**src/hw/rtl/gf256_arithmetic_unit_top_assert.svh**
```systemverilog
// Assertion macros for the GF(2^8) arithmetic unit RTL, used by the front stage.
`ifndef GF256_ARITHMETIC_UNIT_TOP_ASSERT_SVH
`define GF256_ARITHMETIC_UNIT_TOP_ASSERT_SVH

`ifndef ASSERT_OFF
`define GFAU_ASSERT(label, prop, msg) \
   label: assert property (@(posedge clock) disable iff (reset) prop) else $error(msg);
`define GFAU_ASSERT_ALWAYS(label, prop, msg) \
   label: assert property (@(posedge clock) prop) else $error(msg);
`else
`define GFAU_ASSERT(label, prop, msg)
`define GFAU_ASSERT_ALWAYS(label, prop, msg)
`endif

`endif

```
**src/hw/rtl/gfau_pkg.sv**
```systemverilog
// Package with types, codes and field arithmetic for the GF(2^8) arithmetic unit.
`timescale 1ns / 1ps

package gfau_pkg;

   localparam logic [2:0] CMD_XOR = 3'd0;
   localparam logic [2:0] CMD_MUL = 3'd1;
   localparam logic [2:0] CMD_DIV = 3'd2;
   localparam logic [2:0] CMD_INV = 3'd3;
   localparam logic [2:0] CMD_POW = 3'd4;

   localparam logic [7:0] FIELD_RED   = 8'h1D;
   localparam logic [8:0] GROUP_ORDER = 9'd255;
   localparam logic [7:0] INV_EXP     = 8'd254;
   localparam int         POW_STAGES  = 8;

   localparam int REQ_DATA_W = 40;
   localparam int RSP_DATA_W = 8;

   typedef struct packed {
      logic [2:0] cmd;
      logic [7:0] a;
      logic [7:0] b;
      logic [7:0] acc;
      logic [7:0] sq;
      logic [7:0] e8;
   } gfau_stage_type;

   function automatic logic [7:0] gf_mul(input logic [7:0] x_in, input logic [7:0] y_in);
      logic [7:0] acc;
      logic [7:0] x;
      acc = 8'h00;
      x   = x_in;
      for (int i = 0; i < 8; i++) begin
         if (y_in[i]) begin
            acc = acc ^ x;
         end
         if (x[7]) begin
            x = {x[6:0], 1'b0} ^ FIELD_RED;
         end else begin
            x = {x[6:0], 1'b0};
         end
      end
      return acc;
   endfunction

endpackage

```
**src/hw/rtl/gfau_front.sv**
```systemverilog
// Input stage: command decode, base selection and exponent reduction modulo 255.
`timescale 1ns / 1ps

module gfau_front (
   input  logic                                clock,
   input  logic                                reset,
   input  logic                                in_valid,
   output logic                                in_ready,
   input  logic [gfau_pkg::REQ_DATA_W-1:0]     in_data,
   output logic                                out_valid,
   input  logic                                out_ready,
   output gfau_pkg::gfau_stage_type            out_data
);
   import gfau_pkg::*;
   `include "gf256_arithmetic_unit_top_assert.svh"

   logic [2:0]     cmd;
   logic [7:0]     op_a;
   logic [7:0]     op_b;
   logic [15:0]    exp_raw;
   logic [8:0]     exp_sum;
   logic [8:0]     exp_mod9;
   logic [7:0]     exp_mod;
   logic           valid_ff;
   gfau_stage_type stage_ff;
   gfau_stage_type stage_in;

   assign cmd     = in_data[2:0];
   assign op_a    = in_data[10:3];
   assign op_b    = in_data[18:11];
   assign exp_raw = in_data[34:19];

   // 256 is 1 modulo 255, so the low byte and bits 14:8 of the exponent simply add.
   assign exp_sum  = {1'b0, exp_raw[7:0]} + {2'b00, exp_raw[14:8]};
   assign exp_mod9 = (exp_sum >= GROUP_ORDER) ? (exp_sum - GROUP_ORDER) : exp_sum;
   assign exp_mod  = exp_mod9[7:0];

   always_comb begin
      stage_in     = '0;
      stage_in.cmd = cmd;
      stage_in.a   = op_a;
      stage_in.b   = op_b;
      stage_in.acc = 8'h01;
      stage_in.sq  = op_a;
      stage_in.e8  = 8'h00;
      case (cmd)
         CMD_DIV: begin
            stage_in.sq = op_b;
            stage_in.e8 = INV_EXP;
         end
         CMD_INV: begin
            stage_in.e8 = INV_EXP;
         end
         CMD_POW: begin
            // A zero base with a positive exponent must give zero, so it runs as 0^1.
            if (exp_raw == 16'h0000 || exp_raw[15]) begin
               stage_in.e8 = 8'h00;
            end else if (op_a == 8'h00) begin
               stage_in.e8 = 8'h01;
            end else begin
               stage_in.e8 = exp_mod;
            end
         end
         default: begin
            stage_in.e8 = 8'h00;
         end
      endcase
   end

   assign in_ready  = !valid_ff || out_ready;
   assign out_valid = valid_ff;
   assign out_data  = stage_ff;

   always_ff @(posedge clock) begin
      if (reset) begin
         valid_ff <= 1'b0;
      end else if (in_ready) begin
         valid_ff <= in_valid;
      end
      if (in_valid && in_ready) begin
         stage_ff <= stage_in;
      end
   end

   `GFAU_ASSERT(a_exp_reduced, valid_ff |-> (stage_ff.e8 != 8'hFF), "exponent not reduced")
   `GFAU_ASSERT(a_neg_exp_one,
      (in_valid && in_ready && cmd == CMD_POW && exp_raw[15]) |=> (stage_ff.e8 == 8'h00),
      "negative exponent not forced to zero")
   `GFAU_ASSERT(a_div_setup,
      (in_valid && in_ready && cmd == CMD_DIV) |=> (stage_ff.e8 == INV_EXP && stage_ff.sq == stage_ff.b),
      "divide not set up as divisor inverse")
   `GFAU_ASSERT(a_stall_hold,
      (valid_ff && !out_ready) |=> (valid_ff && $stable(stage_ff)),
      "front stage lost a stalled item")

endmodule

```
**src/hw/rtl/gfau_pow_stage.sv**
```systemverilog
// One square-and-multiply step of the exponentiation pipeline.
`timescale 1ns / 1ps

module gfau_pow_stage (
   input  logic                     clock,
   input  logic                     reset,
   input  logic                     in_valid,
   output logic                     in_ready,
   input  gfau_pkg::gfau_stage_type in_data,
   output logic                     out_valid,
   input  logic                     out_ready,
   output gfau_pkg::gfau_stage_type out_data
);
   import gfau_pkg::*;

   logic           valid_ff;
   gfau_stage_type stage_ff;
   gfau_stage_type stage_in;

   always_comb begin
      stage_in     = in_data;
      stage_in.acc = in_data.e8[0] ? gf_mul(in_data.acc, in_data.sq) : in_data.acc;
      stage_in.sq  = gf_mul(in_data.sq, in_data.sq);
      stage_in.e8  = {1'b0, in_data.e8[7:1]};
   end

   assign in_ready  = !valid_ff || out_ready;
   assign out_valid = valid_ff;
   assign out_data  = stage_ff;

   always_ff @(posedge clock) begin
      if (reset) begin
         valid_ff <= 1'b0;
      end else if (in_ready) begin
         valid_ff <= in_valid;
      end
      if (in_valid && in_ready) begin
         stage_ff <= stage_in;
      end
   end

endmodule

```
**src/hw/rtl/gfau_back.sv**
```systemverilog
// Output stage: final multiply, result selection and the result register.
`timescale 1ns / 1ps

module gfau_back (
   input  logic                     clock,
   input  logic                     reset,
   input  logic                     in_valid,
   output logic                     in_ready,
   input  gfau_pkg::gfau_stage_type in_data,
   output logic                     out_valid,
   input  logic                     out_ready,
   output logic [7:0]               out_result
);
   import gfau_pkg::*;

   logic       valid_ff;
   logic [7:0] result_ff;
   logic [7:0] result_in;
   logic [7:0] mul_rhs;

   assign mul_rhs = (in_data.cmd == CMD_DIV) ? in_data.acc : in_data.b;

   always_comb begin
      case (in_data.cmd)
         CMD_XOR: result_in = in_data.a ^ in_data.b;
         CMD_MUL: result_in = gf_mul(in_data.a, mul_rhs);
         CMD_DIV: result_in = gf_mul(in_data.a, mul_rhs);
         CMD_INV: result_in = in_data.acc;
         CMD_POW: result_in = in_data.acc;
         default: result_in = 8'h00;
      endcase
   end

   assign in_ready   = !valid_ff || out_ready;
   assign out_valid  = valid_ff;
   assign out_result = result_ff;

   always_ff @(posedge clock) begin
      if (reset) begin
         valid_ff <= 1'b0;
      end else if (in_ready) begin
         valid_ff <= in_valid;
      end
      if (in_valid && in_ready) begin
         result_ff <= result_in;
      end
   end

endmodule

```
**src/hw/rtl/gf256_arithmetic_unit_top.sv**
```systemverilog
// Top level of the GF(2^8) arithmetic unit, polynomial 0x11D.
//
//   Channel   Direction   Ports           Item
//   req       in          req_tvalid/...  cmd, operand_a, operand_b, exponent
//   rsp       out         rsp_tvalid/...  result
//
// One item enters per cycle while rsp_tready does not stall the pipeline. Its result is
// registered by the front stage, eight square-and-multiply stages and the output stage
// in that order before it shows on rsp_tdata; each of these stages has its own register
// and valid bit.
// Each stage holds its item while the next one is full, so empty stages keep filling
// while a result waits on rsp_tready. Synchronous reset clears all valid bits.
`timescale 1ns / 1ps

module gf256_arithmetic_unit_top (
   input  logic                              clock,
   input  logic                              reset,
   input  logic                              req_tvalid,
   output logic                              req_tready,
   // cmd[2:0], operand_a[10:3], operand_b[18:11], exponent[34:19], zero pad[39:35]
   input  logic [gfau_pkg::REQ_DATA_W-1:0]   req_tdata,
   output logic                              rsp_tvalid,
   input  logic                              rsp_tready,
   // result[7:0]
   output logic [gfau_pkg::RSP_DATA_W-1:0]   rsp_tdata
);
   import gfau_pkg::*;

   logic           chain_valid [POW_STAGES+1];
   logic           chain_ready [POW_STAGES+1];
   gfau_stage_type chain_data  [POW_STAGES+1];

   gfau_front u_front (
      .clock     (clock),
      .reset     (reset),
      .in_valid  (req_tvalid),
      .in_ready  (req_tready),
      .in_data   (req_tdata),
      .out_valid (chain_valid[0]),
      .out_ready (chain_ready[0]),
      .out_data  (chain_data[0])
   );

   for (genvar k = 0; k < POW_STAGES; k++) begin : g_pow
      gfau_pow_stage u_pow (
         .clock     (clock),
         .reset     (reset),
         .in_valid  (chain_valid[k]),
         .in_ready  (chain_ready[k]),
         .in_data   (chain_data[k]),
         .out_valid (chain_valid[k+1]),
         .out_ready (chain_ready[k+1]),
         .out_data  (chain_data[k+1])
      );
   end

   gfau_back u_back (
      .clock      (clock),
      .reset      (reset),
      .in_valid   (chain_valid[POW_STAGES]),
      .in_ready   (chain_ready[POW_STAGES]),
      .in_data    (chain_data[POW_STAGES]),
      .out_valid  (rsp_tvalid),
      .out_ready  (rsp_tready),
      .out_result (rsp_tdata)
   );

endmodule
```
**config.mk**
```make
export PLATFORM = sky130hd
export DESIGN_NAME = gf256_arithmetic_unit_top
export DESIGN_NICKNAME = d
export VERILOG_FILES = /design/src/hw/rtl/gfau_pkg.sv /design/src/hw/rtl/gfau_front.sv /design/src/hw/rtl/gfau_pow_stage.sv /design/src/hw/rtl/gfau_back.sv /design/src/hw/rtl/gf256_arithmetic_unit_top.sv
export VERILOG_INCLUDE_DIRS = /design/src /design/src/hw/rtl
export SDC_FILE = /design/constraint.sdc
export NUM_CORES = 1
export LEC_CHECK = 0
export BUFFER_PORTS_ARGS = -buffer_cell sky130_fd_sc_hd__buf_2
export CAP_MARGIN = 15
export CORE_ASPECT_RATIO = 1.5
export CORE_UTILIZATION = 58
export DETAILED_ROUTE_END_ITERATION = 16
export MAX_ROUTING_LAYER = met4
export PLACE_DENSITY_LB_ADDON = 0.2
export SLEW_MARGIN = 20
export SYNTH_ARGS = -nofsm -noshare
export SYNTH_HDL_FRONTEND = slang
export SYNTH_SLANG_ARGS = --single-unit
```
**constraint.sdc**
```tcl
create_clock -name clock -period 5.2 [get_ports clock]
set_input_delay 0 -clock clock [delete_from_list [all_inputs] [get_ports clock]]
set_output_delay 0 -clock clock [all_outputs]
set_load 0.01 [all_outputs]
```
* Word-level counts from Yosys, hierarchy flattened
Cells that the tools add are included.
** Operators by class
- Muxes and demuxes :: 288
- Bitwise gates (word level) :: 231
- $add $sub $neg :: 2
- Order comparisons :: 1
- Eq/ne operators :: 7
- Reduce and logical (&&, ||, !) cells :: 36
** Operator list (number)
- $mux W8 :: 168
- $xor A8 B8 Y8 :: 113
- $mux W5 :: 112
- $not A4 Y4 :: 111
- $pmux W8 S4 :: 1
- $logic_not A16 Y1 :: 1
- $pmux W8 S2 :: 1
- $eq A3 B2 Y1 const B :: 4
- $logic_or A1 B1 Y1 :: 11
- $logic_and A1 B1 Y1 :: 10
- $logic_not A1 Y1 :: 10
- $add A8 B7 Y9 :: 1
- $ge A9 B8 Y1 const B :: 1
- $logic_not A8 Y1 :: 1
- $sub A8 B8 Y8 const B :: 1
- $mux W7 :: 1
- $not A1 Y1 const A :: 7
- $eq A3 B3 Y1 const B :: 2
- $mux W6 :: 1
- $mux W4 :: 1
- $reduce_or A2 Y1 :: 2
- $eq A3 B1 Y1 const B :: 1
- $logic_not A3 Y1 :: 1
- $mux W3 :: 1
- 2 further kinds :: 2
** Word-level totals
- Register bits after elaboration :: 353
- Output and inout bits :: 10

* Logic depth before layout (Yosys ltp)
- Depth after elaboration :: 25
- Depth in mapped cells :: 11
- Mapped depth without buffers :: 10

* Modules after synthesis
From an unflattened synthesis, not the netlist that was laid out.
** Second synthesis, totals
- Cells, all modules :: 3060
- Area total of the unflattened synthesis :: 29988.8 um2
** By module, submodules not included
- gfau_pow_stage :: area each 3245.6 um2, cells an instance 331, times used 8
- gfau_front :: area each 2026.9 um2, cells an instance 165, times used 1
- gfau_back :: area each 1996.9 um2, cells an instance 247, times used 1

* Worst setup path before layout
No wires, ideal clock.
- Kind :: reg-to-reg
- Start :: register u_back.valid_ff, in the netlist u_back.out_valid
- End :: register g_pow[4].u_pow.stage_ff, in the netlist g_pow[4].u_pow.out_data[0] (enable)
- Slack :: 910 ps
- Cell stages (with the launch flop) :: 6
- Arrival time :: 3799 ps
- Setup time :: 492 ps
- Data required time :: 4708 ps
- Buffers on the path :: 1
- Cell sequence :: dfxtp_1 nor2b_1 and2_1 and3_1 clkbuf_1 a21boi_0
** On the way
- Cells in the longest elaborated chain, start to end :: 7
** RTL lines
- from (decl) :: line gfau_back.sv:16 : logic valid_ff;
- from (signal assigned) :: line gfau_back.sv:42 : valid_ff <= in_valid;
- $logic_not A1 Y1 :: line gfau_back.sv:34 : assign in_ready = !valid_ff || out_ready;
- $logic_or A1 B1 Y1 :: line gfau_back.sv:34
- $logic_or A1 B1 Y1 (4 in a row) :: line gfau_pow_stage.sv:27 : assign in_ready = !valid_ff || out_ready;
- $logic_and A1 B1 Y1 :: line gfau_pow_stage.sv:37 : if (in_valid && in_ready) begin
- to (signal assigned) :: line gfau_pow_stage.sv:38 : stage_ff <= stage_in;
- to (decl) :: line gfau_pow_stage.sv:17 : gfau_stage_type stage_ff;
No other way between the ends.
A chain may end at the register's enable or synchronous reset.

* Worst setup path in the final report
- Start :: register g_pow[7].u_pow.stage_ff, in the netlist g_pow[7].u_pow.out_data[42]
- End :: register u_back.result_ff[3], in the netlist u_back.out_result[3] (data pin)
** On the way
- Cells in the longest elaborated chain, start to end :: 25
- Elaborated cells on any way between the ends :: 51
- Classes of those cells :: 4 x eq/ne; 31 x mux; 14 x bitwise; 2 x reduce/logical
** RTL lines
- from (decl) :: line gfau_pow_stage.sv:17
- from (signal assigned) :: line gfau_pow_stage.sv:38
- $eq A3 B2 Y1
- $mux W8 :: line gfau_back.sv:21 : assign mul_rhs = (in_data.cmd == CMD_DIV) ? in_data.acc : in_data.b;
- $mux W8 :: line gfau_pkg.sv:35 : if (y_in[i]) begin
- $mux W8 :: line gfau_back.sv:24 : case (in_data.cmd)
- $xor A8 B8 Y8 :: line gfau_pkg.sv:36 : acc = acc ^ x;
- $mux W8 :: line gfau_pkg.sv:35
- $mux W8 :: line gfau_back.sv:24
- $xor A8 B8 Y8 :: line gfau_pkg.sv:36
- [10 not listed]
- $mux W8 :: line gfau_back.sv:24
- $xor A8 B8 Y8 :: line gfau_pkg.sv:36
- $mux W8 :: line gfau_pkg.sv:35
- $mux W8 :: line gfau_back.sv:24
- $xor A8 B8 Y8 :: line gfau_pkg.sv:36
- $mux W8 :: line gfau_pkg.sv:35
- $pmux W8 S4 * :: line gfau_back.sv:24
- net u_back.result_in[3] :: line gfau_back.sv:18 : logic [7:0] result_in;
- to (signal assigned) :: line gfau_back.sv:45 : result_ff <= result_in;
- to (decl) :: line gfau_back.sv:17 : logic [7:0] result_ff;
Mark *: on every way through the listed nets, which the timed path passes. The rest lies on a longest branch. The select of a mux whose other input is x is not followed.

==> impl_metrics.py <==
metrics = {
    "sta": {
        "slew_viol_final": 0,
        "setup_viol": 0,
        "worstMarginPinSlew_ns": 1.01,
        "max_freq_ghz": 0.283,
        "hold_viol_final": 0,
        "rsz0062_at_grt": "no",
        "finClkSkew_ns": 0.0276,
        "slew_headroom_pct": 30.7,
        "fin_setup_tns_ns": 0,
        "min_period_ns": 3.53,
        "period_share_pct": 68.0,
    },
    "logic_synthesis": {
        "syn_area_per_cell_sq_um": 9.50,
        "synth_cells": 2710,
        "synth-edff-count": 343,
        "yosys_most_used_dff": "edfxtp_1",
        "syn-num-nets": 2777,
        "netlist-cell-type-count": 72,
        "yosys-top-cells-count": "xnor2_1, nand2_1, edfxtp_1",
        "yosysMostFrequentCell": "xnor2_1",
        "synth_area_leaders": "edfxtp_1, xnor2_1, nand2_1",
        "synth_top_cell_by_area": "edfxtp_1",
        "synth-seq-area-share_pct": 40.8,
        "synth.top_cell.area_share_pct": 40.0,
        "async_flop_share_pct": 0,
        "netlist_area_sq_um": 25700,
        "ys_ff_latch": 353,
        "yosys_warnings": 0,
    },
    "final_layout": {
        "final-seq-area_sq_um": 10500,
        "fillers": 3504,
        "diodes": 0,
        "drive_gt1_share_pct": 7.19,
        "area_growth_pct": 7.05,
        "nets": 2697,
        "multi_input_area_sq_um": 14300,
    },
    "critical_path": {
        "cp.required_ns": 5.48,
        "critical_path.endpoint_type": "flop",
        "reg2reg_setup_slack_ns": 1.67,
        "cp.arrival_ns": 3.81,
        "worstPathMaxFanout": 19,
        "worstSetupPathType": "flop to flop",
        "critPathLaunchType": "flop",
    },
    "power_and_ir_drop": {
        "leakagePower_nw": 9.39,
        "power_w": 0.00716,
        "power_density_nw_per_um2": 260,
        "ir_worst_vdd_mv": 0.260,
    },
    "clocking": {
        "cts_root_buf": "clkbuf_16",
        "cts_htree_levels": 2,
        "cts_setup_buffers": 0,
        "cts_tree": "yes",
        "clock_latency_ns": 0.55,
        "clockBufferDepth": 3,
        "cts_buffers": 35,
        "path_clk_slew_ns": 0.07,
        "cts.sinks": 353,
    },
    "route": {
        "post-route-drc-count": 0,
        "wl_per_cell_microns": 17.1,
        "route.vias.total": 18435,
        "wl_microns": 55400,
        "ant_nets": 0,
        "vias_per_cell": 5.70,
        "first_pass_iters": 5,
        "first_iter_violations": 1008,
    },
    "global_route": {
        "grt_max_degree": 43,
        "grt_overflow_total": 0,
        "grt_pass1_vias": 18538,
        "grt_pass1_wl_microns": 90600,
        "grt_antenna_before_repair": 0,
        "groute.usage.overall_pct": 25.2,
    },
    "floorplan": {
        "dieArea_sq_um": 45200,
        "start_util_pct": 58.7,
        "io_pins": 54,
        "rows": 94,
        "coreArea_sq_um": 43900,
        "fp.dieH_microns": 260,
        "fp.dieW_microns": 174,
    },
    "run_status": {
        "status": "finished clean",
    },
    "place": {
        "gp_congestion": 0.931,
        "port_buffers": 48,
        "hpwl_microns": 39100,
    },
    "flow_run": {
        "drv_cap": 0,
    },
    "worst_hold_path": {
        "holdCritPathClass": "input port to flop",
    },
}
==> cell usage in the layout (no fill, tap or decap), types with 6 or more instances in the layout <==
master / instances
and3_1: 10
ha_1: 22
a211oi_1: 7
nor4_1: 6
edfxtp_1: 343
nor2b_1: 32
xor2_1: 169
xor2_2: 6
mux2_2: 33
o22ai_1: 14
buf_2: 48
inv_1: 39
clkinv_1: 7
a22oi_1: 58
a21oi_1: 177
dfxtp_1: 10
buf_4: 18
mux2i_1: 51
o211ai_1: 11
nand2b_1: 37
nor2_1: 155
nand2_1: 410
nor3b_1: 11
dlygate4sd3_1: 25
clkbuf_16: 35
o21ai_0: 124
xnor2_1: 614
and2_1: 14
nand3_1: 29
nor3_1: 23
==> worst max-delay path, cell delays in order, from the launching register on <==
cell and delay [ns]:
edfxtp_1 0.62, nor3b_4 0.72, mux2i_1 0.88, nor2_1 0.12, a221o_1 0.33, a21oi_1 0.18
xnor2_1 0.16, xnor2_1 0.16, o21ai_0 0.10
==> layout make-up <==
cell class | instances | area share, %
Clock buffer | 36 | 3.19
Timing Repair Buffer | 94 | 2.53
Clock inverter | 27 | 0.990
Tap cell | 576 | 2.62
Inverter | 42 | 0.572
Multi-Input combinational cell | 2104 | 52.0
Sequential cell | 353 | 38.1
==> power breakdown <==
part	internal (W)	switching [W]	total, W
Combinational	0.000619	0.000652	0.00127
Sequential	0.00322	0.000128	0.00335
Clock	0.00138	0.00116	0.00254
Total	0.00522	0.00194	0.00716
==> registers in the layout (all words and copies together) (netlist names) <==
register and flops:
u_front.out_valid 1, u_back.out_result 8, u_back.out_valid 1, u_front.out_data 35, g_pow.u_pow.out_valid 8, g_pow.u_pow.out_data 300
==> final timing paths <==
check / start / endpoint / cells past startpoint
setup / recovery: g_pow[7].u_pow.out_data[42]$_DFFE_PP_ / u_back.out_result[3]$_DFFE_PP_ / 8
hold / removal: req_tdata[22] / u_front.out_data[0]$_DFFE_PP_ / 5
setup reg to reg: g_pow[7].u_pow.out_data[42]$_DFFE_PP_ / u_back.out_result[3]$_DFFE_PP_ / 8
hold reg to reg: g_pow[2].u_pow.out_data[1]$_DFFE_PP_ / g_pow[3].u_pow.out_data[0]$_DFFE_PP_ / 0
==> routing by layer <==
layer	share of wire (%)	global-route usage, %	vias up	routed length [microns]
li1	-	-	8970	-
met1	37	24.8	8861	20400
met2	56	48.6	423	30800
met3	3.0	2.47	181	1670
met4	4.6	13.0	0	2530
met5	0	-	-	0
==> metrics by stage <==
| step | setup slack, ns | std cells | instance area, sq um | hold WS, ns | util, % |
|---|---|---|---|---|---|
| 6_report | 1.67 | 3232 | 27600 | 0.0231 | 62.8 |
| 5_1_grt | 1.46 | 3232 | 27600 | 0.0578 | 62.8 |
| 4_1_cts | 1.64 | 3229 | 27500 | 0.0152 | 62.6 |
| 3_5_place_dp | 1.65 | 3141 | 26100 | 0.196 | 59.4 |
| 3_3_place_gp | 1.71 | 3141 | 26100 | 0.197 | 59.4 |
| 2_1_floorplan | 0.910 | 2710 | 25700 | 0.0989 | - |
==> repair_timing <==
| item | 4_1_cts | 5_1_grt |
|---|---|---|
| hold buffers | 25 | 0 |
| endpoints found under the hold margin | 42 | 0 |
| resized for setup | 0 | 0 |
==> logic make-up (layout without fill, tap and decap cells) <==
family | count (synthesis) | count (layout) | synth area share, %
flip-flops | 353 | 353 | 40.8
XOR/XNOR | 796 | 796 | 27.6
AO/OA/AOI/OAI | 451 | 451 | 10.4
buffers and inverters | 253 | 199 | 3.89
AND/OR/NAND/NOR | 749 | 749 | 12.7
adder cells (fa/ha/maj) | 23 | 23 | 1.15
multiplexers | 85 | 85 | 3.47
Note: power is estimated with default switching activity, not from simulation.
